### src/rtl/core/rcz_pkg.sv
// rcz_pkg: shared types, constants and helpers of the rolling change z-score block
// no dependencies
`default_nettype none

package rcz_pkg;

  localparam int MAX_WINDOW = 256;
  localparam int PTR_W      = $clog2(MAX_WINDOW);
  localparam int WIN_W      = PTR_W + 1;
  localparam int CFG_W      = 9;
  localparam logic [CFG_W-1:0] WINDOW_RESET = CFG_W'(30);

  typedef enum logic [1:0] {
    OP_DIV,
    OP_MUL,
    OP_SQRT
  } op_t;

  typedef struct packed {
    logic        start;
    op_t         op;
    logic [63:0] a;
    logic [31:0] b;
  } unit_req_t;

  typedef struct packed {
    logic        done;
    logic        busy;
    logic [63:0] result;
  } unit_rsp_t;

  typedef enum logic [4:0] {
    S_IDLE,
    S_CHG_GO,
    S_CHG_WAIT,
    S_ACCUM,
    S_SMOOTH_GO,
    S_SMOOTH_WAIT,
    S_DROP,
    S_SQ_GO,
    S_SQ_WAIT,
    S_MEAN_GO,
    S_MEAN_WAIT,
    S_ESQ_GO,
    S_ESQ_WAIT,
    S_M2_GO,
    S_M2_WAIT,
    S_ROOT_GO,
    S_ROOT_WAIT,
    S_Z_GO,
    S_Z_WAIT,
    S_OUT
  } state_t;

  // signed saturation of a sign and magnitude pair
  function automatic logic signed [31:0] sat32(input logic neg, input logic [63:0] mag);
    logic signed [31:0] r;
    if (neg) begin
      if (mag > 64'h0000_0000_8000_0000) r = 32'sh8000_0000;
      else r = -$signed(mag[31:0]);
    end else begin
      if (mag > 64'h0000_0000_7fff_ffff) r = 32'sh7fff_ffff;
      else r = $signed(mag[31:0]);
    end
    return r;
  endfunction

endpackage

`default_nettype wire

### src/rtl/core/rcz_serial_unit.sv
// rcz_serial_unit: shared bit-serial divider, multiplier and square root
// depends on rcz_pkg
`default_nettype none

module rcz_serial_unit (
  input  logic              clk,
  input  logic              rst,
  input  rcz_pkg::unit_req_t req,
  output rcz_pkg::unit_rsp_t rsp
);
  import rcz_pkg::*;

  logic [63:0] sh;
  logic [31:0] den;
  logic [33:0] acc;
  logic [6:0]  cnt;
  logic        busy;
  logic        done;
  op_t         op;

  logic [33:0] div_t;
  logic        div_ge;
  logic [33:0] div_r;
  logic [32:0] mul_s;
  logic [35:0] sq_t;
  logic [35:0] sq_trial;
  logic        sq_ge;

  always_comb begin
    div_t    = {acc[32:0], sh[63]};
    div_ge   = div_t >= {2'b00, den};
    div_r    = div_ge ? div_t - {2'b00, den} : div_t;
    mul_s    = {1'b0, sh[63:32]} + (sh[0] ? {1'b0, den} : 33'd0);
    sq_t     = {acc, sh[63:62]};
    sq_trial = {2'b00, den, 2'b01};
    sq_ge    = sq_t >= sq_trial;
  end

  always_ff @(posedge clk) begin
    if (rst) begin
      busy <= 1'b0;
      done <= 1'b0;
      cnt  <= '0;
    end else begin
      done <= 1'b0;
      if (req.start && !busy) begin
        busy <= 1'b1;
        op   <= req.op;
        acc  <= '0;
        case (req.op)
          OP_MUL: begin
            sh  <= {32'd0, req.b};
            den <= req.a[31:0];
            cnt <= 7'd32;
          end
          OP_SQRT: begin
            sh  <= req.a;
            den <= '0;
            cnt <= 7'd32;
          end
          default: begin
            sh  <= req.a;
            den <= req.b;
            cnt <= 7'd64;
          end
        endcase
      end else if (busy) begin
        case (op)
          OP_MUL: begin
            sh <= {mul_s, sh[31:1]};
          end
          OP_SQRT: begin
            sh  <= {sh[61:0], 2'b00};
            acc <= sq_ge ? 34'(sq_t - sq_trial) : sq_t[33:0];
            den <= {den[30:0], sq_ge};
          end
          default: begin
            sh  <= {sh[62:0], div_ge};
            acc <= div_r;
          end
        endcase
        cnt <= cnt - 7'd1;
        if (cnt == 7'd1) begin
          busy <= 1'b0;
          done <= 1'b1;
        end
      end
    end
  end

  assign rsp.done   = done;
  assign rsp.busy   = busy;
  assign rsp.result = (op == OP_SQRT) ? {32'd0, den} : sh;

`ifndef NO_ASSERTIONS
  a_start_busy: assert property (@(posedge clk) disable iff (rst)
    req.start && !busy |=> busy)
    else $error("unit did not start");
  a_done_after_busy: assert property (@(posedge clk) disable iff (rst)
    done |-> $past(busy) && !busy)
    else $error("done without a finished operation");
  a_cnt_idle: assert property (@(posedge clk) disable iff (rst)
    !busy |-> cnt == 7'd0)
    else $error("count left over while idle");
`endif

endmodule

`default_nettype wire

### config.mk
export PLATFORM = sky130hd
export DESIGN_NAME = rcz_serial_unit
export DESIGN_NICKNAME = d
export VERILOG_FILES = /design/src/rtl/core/rcz_pkg.sv /design/src/rtl/core/rcz_serial_unit.sv
export SDC_FILE = /design/constraint.sdc
export NUM_CORES = 1
export LEC_CHECK = 0
export BUFFER_PORTS_ARGS = -buffer_cell sky130_fd_sc_hd__buf_2
export CAP_MARGIN = 40
export CORE_MARGIN = 2
export CORE_UTILIZATION = 37
export CTS_BUF_LIST = sky130_fd_sc_hd__clkbuf_8
export CTS_CLUSTER_DIAMETER = 100
export CTS_CLUSTER_SIZE = 24
export DETAILED_ROUTE_END_ITERATION = 10
export GPL_TIMING_DRIVEN = 1
export SLEW_MARGIN = 20
export SYNTH_ARGS = -nofsm -noshare
export SYNTH_HDL_FRONTEND = slang
export SYNTH_SLANG_ARGS = --single-unit
### constraint.sdc
create_clock -name clk -period 4 [get_ports clk]
set_clock_uncertainty 0.1 [all_clocks]
set_input_delay 1 -clock clk [delete_from_list [all_inputs] [get_ports clk]]
set_output_delay 1 -clock clk [all_outputs]
set_load 0.02 [all_outputs]
* Word-level counts from Yosys, hierarchy flattened
Cells that the tools add are included.
** Cells by class
- Add/subtract/negate cells :: 4
- $lt $le $gt $ge :: 2
- Equality and inequality tests :: 6
- Muxes and demuxes :: 21
- Bitwise gates (word level) :: 2
- Reduce and logical (&&, ||, !) cells :: 10
** Operators by type and width (number)
- $mux 64 :: 4
- $mux 32 :: 4
- $pmux 64 s2 :: 1
- $mux 34 :: 3
- $pmux 34 s2 :: 1
- $pmux 32 s2 :: 1
- $ge 36x34->1 :: 1
- $ge 34x32->1 :: 1
- $sub 34x32->34 :: 1
- $sub 34x34->34 :: 1
- $add 32x32->33 :: 1
- $mux 7 :: 3
- $eq 7x1->1 const B :: 1
- $sub 7x1->7 const B :: 1
- $reduce_and 3->1 :: 2
- $eq 2x1->1 const B :: 2
- $eq 2x2->1 const B :: 2
- $mux 1 :: 4
- $reduce_and 2->1 :: 2
- $reduce_bool 2->1 :: 2
- $reduce_or 3->1 :: 1
- $ne 2x2->1 const B :: 1
- $not 1->1 :: 2
- $reduce_or 2->1 :: 1
- other kinds (2) :: 2
** Storage, ports and cells
- Register bits :: 141
- Input port bits :: 101
- Output and inout port bits :: 66
- Word-level logic and storage cells :: 52

* Logic depth before layout (Yosys ltp)
Gate-level depths: netlist (run 1).
- Depth after elaboration :: 5
- Mapped depth :: 15

* Worst setup path after synthesis (run 1)
Ideal clock, no wire load.
- Kind :: input port to flip-flop
- From :: in rst
- To :: reg acc[0], enable pin
- Setup time :: 0.437 ns
- Data arrival time :: 3.208 ns
- Slack :: 0.255 ns
- Cell stages on the path :: 3
- Cells stage by stage :: clkbuf_1 -> or2_2 -> a21oi_1
** Between the ends
- Cells in the longest elaborated chain, start to end :: 2
** RTL lines
- from (decl) :: RTL line rcz_serial_unit.sv:7 : input logic rst,
- $not 1->1 (no line)
- $reduce_and 3->1 (no line)
- to (signal assigned) :: RTL line rcz_serial_unit.sv:74 : acc <= sq_ge ? 34'(sq_t - sq_trial) : sq_t[33:0];
- to (signal assigned) :: RTL line rcz_serial_unit.sv:79 : acc <= div_r;
- to (decl) :: RTL line rcz_serial_unit.sv:15 : logic [33:0] acc;
No other way between the ends.
A chain may end at the register's enable or synchronous reset.

* Final worst setup path (run 1)
- From :: reg sh[0]
- To :: reg sh[59] (data pin)
** Between the ends
- Cells in the longest elaborated chain, start to end :: 5
** RTL lines
- from (decl) :: RTL line rcz_serial_unit.sv:13 : logic [63:0] sh;
- from (signal assigned) :: RTL line rcz_serial_unit.sv:52 : sh <= {32'd0, req.b};
- from (signal assigned) :: RTL line rcz_serial_unit.sv:57 : sh <= req.a;
- from (signal assigned) :: RTL line rcz_serial_unit.sv:62 : sh <= req.a;
- $mux 32 :: RTL line rcz_serial_unit.sv:33 : mul_s = {1'b0, sh[63:32]} + (sh[0] ? {1'b0, den} : 33'd0);
- $add 32x32->33 :: RTL line rcz_serial_unit.sv:33
- $pmux 64 s2 :: RTL line rcz_serial_unit.sv:68 : case (op)
- $mux 64 :: RTL line rcz_serial_unit.sv:67 : end else if (busy) begin
- $mux 64 :: RTL line rcz_serial_unit.sv:46 : if (req.start && !busy) begin
No other way between the ends. The select of a mux whose other input is x is not followed.

==> flow_summary.toml, run 1 <==
[outcome]
status = "finished, final reports clean"

[finish]
finalNetCount = 2097
drive_gt1_frac = 0.169
post-route-cell-area_um2 = 16600
multi_input_area_um2 = 9790
fillCellCount = 3884
syn_to_final_growth_pct = 13.1
antennaDiodeCount = 0
ff_latch_area_um2 = 4140

[worst_hold_path]
worstHoldPathType = "flop to flop"

[clock_network]
cts_resized = 0
clockBufferDepth = 2
cts_buffers = 17
clock_latency_ns = 0.51
post-cts-setup-buffer-count = 0
cts.sinks = 141
clk_pin_slew_worst_paths_ns = 0.09
htreeDepth = 4
cts_root_buffer = "clkbuf_8"
cts_tree = "built"
ctsHoldBuffers = 0

[placed_design]
portBuffers = 166
dpl-instance-area_um2 = 16100
dp_hpwl_mm = 38.8
place_congestion = 0.904

[route]
post_drt_wl_per_cell_um = 20.7
ant_nets = 0
via_count = 14262
drt_iter0_drc = 1129
firstDrtPassIters = 5
drc = 0
viasPerCell = 5.89
wl_mm = 50.1

[pwr]
p_leak_uw = 0.00669
peakVddDrop_mv = 0.206
power_density_nw_per_um2 = 379

[die]
dieHeight_um = 203
die_area_um2 = 41200
num_rows = 72
start_util = 0.377
coreArea_um2 = 38800
io_pins = 167
dieWidth_um = 203

[synth]
syn_nets = 1981
synth_warnings = 0
synth_edf_count = 132
synth.distinct_cells = 85
async_flop_share = 0
avgSynthCellArea_um2 = 8.25
synthCells = 1775
synth_seq_area_share = 0.283
synth_seq_cells = 141
syn_area_um2 = 14600
synth_ff_type = "edfxtp_1"

[global_route]
grt_max_degree = 62
grt_pass1_wl_mm = 77.7
antenna_found_initial = 0
grt_pass1_vias = 13704
grtUsageTotal = 0.241
grt-ovfl-total = 0

[critical_path]
max_stage_delay_ns = 0.60
worstPathRequired_ns = 4.15
cp_slowest_cell = "edfxtp_1"
cp-end-kind = "flop"
worst_setup_path_start_kind = "flop"
crit_arrival_ns = 3.84
path_delay_family = "compound AO/OA/AOI/OAI gates"
cp_max_fo = 17
crit_buf_inv = 1
path_class = "flop to flop"
cp_common_cell = "a21oi_1"
cp_cell_sequence = "and2_1, ha_1, inv_1, fa_1, nand2b_1, a21oi_1, a21oi_1, a21oi_1, a31o_2, a2111oi_4, or4_1, nand2b_1, xnor2_1, o22ai_1"

[timing]
fin_tns_setup_ns = 0
timing.fmax_ghz = 0.271
worst_slew_pin_slew_ns = 0.656
maxSlewViolCount = 0
setup-violations-final = 0
hold_viol = 0
finalCriticalPeriod_ns = 3.69
rsz0062_at_grt = "no"
maxSlewHeadroom = 0.562
post-route-period-util = 0.923

[job]
max_cap_viol_count = 0
==> sequential cells by signal, indices dropped and copies added, names as in the netlist <==
register  cells
den          32
op            2
done          1
busy          1
cnt           7
sh           64
acc          34
==> cells in the final DEF, fill, tap and decap left out, types with 16 or more instances in the layout <==
cell	Yosys	routed
o21ai_0	66	66
nand4_1	17	17
buf_4	8	45
nand2b_1	17	16
xnor2_1	50	50
nor2_1	166	166
clkbuf_8	0	18
o21bai_1	17	17
a211oi_1	97	97
nand2_1	123	123
a31oi_1	18	18
xor2_1	34	34
a21o_1	51	51
mux2_2	34	34
nor3_1	42	42
mux2i_1	43	43
ha_1	103	100
buf_2	18	166
a22oi_1	33	33
a21oi_1	215	213
and2_1	35	35
o21ai_1	24	23
inv_1	69	71
nor2b_1	44	43
nand3_1	31	31
edfxtp_1	132	132
==> final timing paths <==
path | startpoint | endpoint | slack (ns) | depth (start not counted)
setup reg to reg | sh[0]$_DFFE_PP_ | sh[59]$_DFFE_PP_ | 0.31 | 14
setup / recovery | sh[0]$_DFFE_PP_ | sh[59]$_DFFE_PP_ | 0.31 | 14
hold / removal | cnt[6]$_SDFFE_PP0N_ | done$_SDFF_PP0_ | 0.35 | 1
hold reg to reg | cnt[6]$_SDFFE_PP0N_ | done$_SDFF_PP0_ | 0.35 | 1
==> stage by stage <==
stage               power (uW)  std cells  setup WS [ns]  hold slack [ns]  utilization
finish                    6270       2422          0.309            0.354        0.426
global route              6650       2422         0.0513            0.385        0.426
CTS                       6260       2422          0.298            0.350        0.426
global placement          4910       2390          0.322            0.334        0.415
detailed placement        4930       2390          0.338            0.338        0.415
floorplan                 4130       1775          0.255            0.320            -
==> worst register-to-register path, stage by stage, from the launching register on <==
cell,delay (ns)
edfxtp_1,0.60
and2_1,0.19
ha_1,0.15
inv_1,0.05
fa_1,0.38
nand2b_1,0.17
a21oi_1,0.23
a21oi_1,0.13
a21oi_1,0.30
a31o_2,0.28
a2111oi_4,0.12
or4_1,0.41
nand2b_1,0.10
xnor2_1,0.12
o22ai_1,0.10
==> cells in the mapped netlist, drive strengths merged, types with 4 or more instances <==
master	n	area, um2
a22oi	35	273
and3	7	43.8
buf	47	236
o211ai	16	125
nand3b	5	37.5
nor3	44	230
a31oi	19	125
nand3	31	155
a21boi	6	45.0
a221oi	18	176
a221o	12	120
or4	6	45.0
dfxtp	9	180
a311oi	7	61.3
nand4	17	106
o22ai	7	43.8
o31ai	6	50.1
and2	37	231
mux2i	43	430
a31o	5	43.8
nand2	123	462
edfxtp	132	3960
inv	69	259
o21ai	90	450
a211oi	99	753
xnor2	50	438
or2	8	50.1
ha	103	1290
a21oi	218	1100
nor2b	44	275
nor4	7	43.8
nor3b	6	50.1
o21bai	18	146
mux2	34	383
a21o	51	383
or3	10	62.6
clkbuf	73	274
o21a	10	75.1
nor2	166	623
o31a	4	35.0
nand2b	17	106
xor2	34	298
==> where the power goes <==
group | internal, uW | total [uW] | switching [uW]
registers | 1830 | 2010 | 183
logic | 1190 | 2940 | 1760
clock network | 687 | 1320 | 631
==> layout make-up <==
type,count,share of cell area
Inverter,69,0.0156
Sequential cell,141,0.250
Clock inverter,14,0.0107
Clock buffer,18,0.0150
Tap cell,518,0.0392
Multi-Input combinational cell,1445,0.591
Timing Repair Buffer,217,0.0778
==> cells by family (layout without fill, tap and decap cells) <==
family,after synthesis,in the layout,synth area share
AO/OA/AOI/OAI,647,647,0.293
AND/OR/NAND/NOR,532,532,0.175
adder cells (fa/ha/maj),105,105,0.0908
flip-flops,141,141,0.283
multiplexers,77,77,0.0556
buffers and inverters,189,318,0.0526
XOR/XNOR,84,84,0.0503
==> metal layers <==
| layer | global-route usage | vias up | share of wire |
|---|---|---|---|
| met5 | 0 | - | 0 |
| met4 | 0.0774 | 0 | 0.026 |
| met3 | 0.0429 | 73 | 0.069 |
| met2 | 0.395 | 502 | 0.47 |
| met1 | 0.321 | 6785 | 0.44 |
| li1 | - | 6902 | - |
Power figures use the tool's default switching activity.
==> run 2, diff against run 1 <==
- CAP_MARGIN: 40 -> 5
- GPL_ROUTABILITY_DRIVEN: default -> 0
- clock period: 4 -> 4.47 ns (I/O delays scaled with it)
==> flow_summary.toml, run 2 (synthesized netlist as in run 1, its figures left out) <==
[critical_path]
max_stage_delay_ns = 0.56
worstPathRequired_ns = 4.61
r2r_cells = 13
crit_buf_inv = 1
cp_slowest_cell = "edfxtp_1"
worst_setup_path_start_kind = "flop"
path_class = "flop to flop"
cp_cell_sequence = "buf_4, and2_1, ha_1, a21oi_2, nand2_1, o32ai_1, a21oi_1, a31o_2, a2111oi_4, o21bai_1, xor2_1, a221oi_2, nor3_1"
reg2reg_slack_ns = 0.68
path_delay_family = "compound AO/OA/AOI/OAI gates"
regToRegEndpoint = "sh[55]$_DFFE_PP_"
rr_startpoint = "sh[0]$_DFFE_PP_"
cp-end-kind = "flop"
crit_arrival_ns = 3.94
cp_max_fo = 20
cp-startpoint = "sh[0]$_DFFE_PP_"

[job]
max_cap_viol_count = 0

[die]
dieHeight_um = 203
coreArea_um2 = 38800
die_area_um2 = 41200
start_util = 0.377
io_pins = 167
dieWidth_um = 203
num_rows = 72

[timing]
finalCriticalPeriod_ns = 3.79
timing.fmax_ghz = 0.264
maxSlewViolCount = 0
hold_viol = 0
worst_slew_pin_slew_ns = 0.962
setup-violations-final = 0
rsz0062_at_grt = "no"
fin_tns_setup_ns = 0
maxSlewHeadroom = 0.358
post-route-period-util = 0.848

[clock_network]
cts.sinks = 141
post-cts-setup-buffer-count = 0
clockBufferDepth = 2
htreeDepth = 4
cts_buffers = 17
clock_latency_ns = 0.49
clk_pin_slew_worst_paths_ns = 0.09
cts_root_buffer = "clkbuf_8"
cts_tree = "built"
ctsHoldBuffers = 0
cts_resized = 0

[worst_hold_path]
worstHoldEndpoint = "done$_SDFF_PP0_"
worstHoldPathType = "flop to flop"
min_path_cells = 1
min_from = "cnt[6]$_SDFFE_PP0N_"

[global_route]
grt_pass1_vias = 13441
grt_pass1_wl_mm = 75.8
grt-ovfl-total = 0
grt_max_degree = 65
grtUsageTotal = 0.233
antenna_found_initial = 1

[placed_design]
dp_hpwl_mm = 37.2
portBuffers = 166
dpl-instance-area_um2 = 16000

[route]
post_drt_wl_per_cell_um = 20.3
drc = 0
via_count = 14252
drt_iter0_drc = 1320
firstDrtPassIters = 5
ant_nets = 0
viasPerCell = 5.93
wl_mm = 48.9

[finish]
final_cell_mix = "213 x a21oi_1, 166 x nor2_1, 166 x buf_2, 132 x edfxtp_1, 123 x nand2_1"
largest_register = "sh"
syn_to_final_growth_pct = 12.1
final_common_cell = "a21oi_1"
largest_reg_flops = 64
drive_gt1_frac = 0.162
fin_util = 0.423
post-route-cell-area_um2 = 16400
reg.largest.list = "sh (64), acc (34), den (32)"
finalNetCount = 2078

[pwr]
peakVddDrop_mv = 0.204
power_density_nw_per_um2 = 343
finalPower_uw = 5630
p_leak_uw = 0.00660

[outcome]
status = "finished, final reports clean"
-- run 2: worst reg2reg max path: stages, from the launching register on --
cell	delay, ns
edfxtp_1	0.56
buf_4	0.26
and2_1	0.16
ha_1	0.37
a21oi_2	0.19
nand2_1	0.09
o32ai_1	0.23
a21oi_1	0.12
a31o_2	0.33
a2111oi_4	0.49
o21bai_1	0.19
xor2_1	0.18
a221oi_2	0.22
nor3_1	0.07
-- run 2: layout make-up --
class	count	area [um2]
antenna	2	5.00
clock buffer	17	234
clock inverter	15	219
fill	3884	22400
inverter	69	259
multi-input combinational	1445	9790
sequential	141	4140
tap	518	648
timing repair buffer	198	1110
-- run 2: per-layer routing --
metal | GRT usage | up-vias | share of wire | routed length, um
li1 | - | 6863 | - | -
met1 | 0.316 | 6843 | 0.45 | 22000
met2 | 0.381 | 476 | 0.47 | 22900
met3 | 0.0329 | 70 | 0.057 | 2800
met4 | 0.0772 | 0 | 0.025 | 1220
met5 | 0 | - | 0 | 0
-- run 2: how the worst max path moves through the flow --
stage               slack (ns)  cells after the start                    end
global route              0.43                     14  acc[15]$_SDFFCE_PP0P_
finish                    0.68                     13       sh[55]$_DFFE_PP_
CTS                       0.71                     13       sh[55]$_DFFE_PP_
global placement          0.81                     13       sh[55]$_DFFE_PP_
detailed placement        0.73                     13       sh[55]$_DFFE_PP_
floorplan                 0.61                      3   acc[0]$_SDFFCE_PP0P_
-- run 2: stage by stage --
step                hold slack [ns]  instances  setup slack (ns)
floorplan                     0.320       1775             0.608
global placement              0.341       2371             0.806
detailed placement            0.354       2371             0.730
CTS                           0.366       2403             0.711
global route                  0.400       2404             0.433
finish                        0.360       2405             0.678
-- run 2: where the power goes --
group          total, uW  leakage [uW]  switching [uW]  internal, uW
Combinational       2580       0.00503            1540          1040
Sequential          1800       0.00133             165          1640
Clock               1260      0.000236             591           665
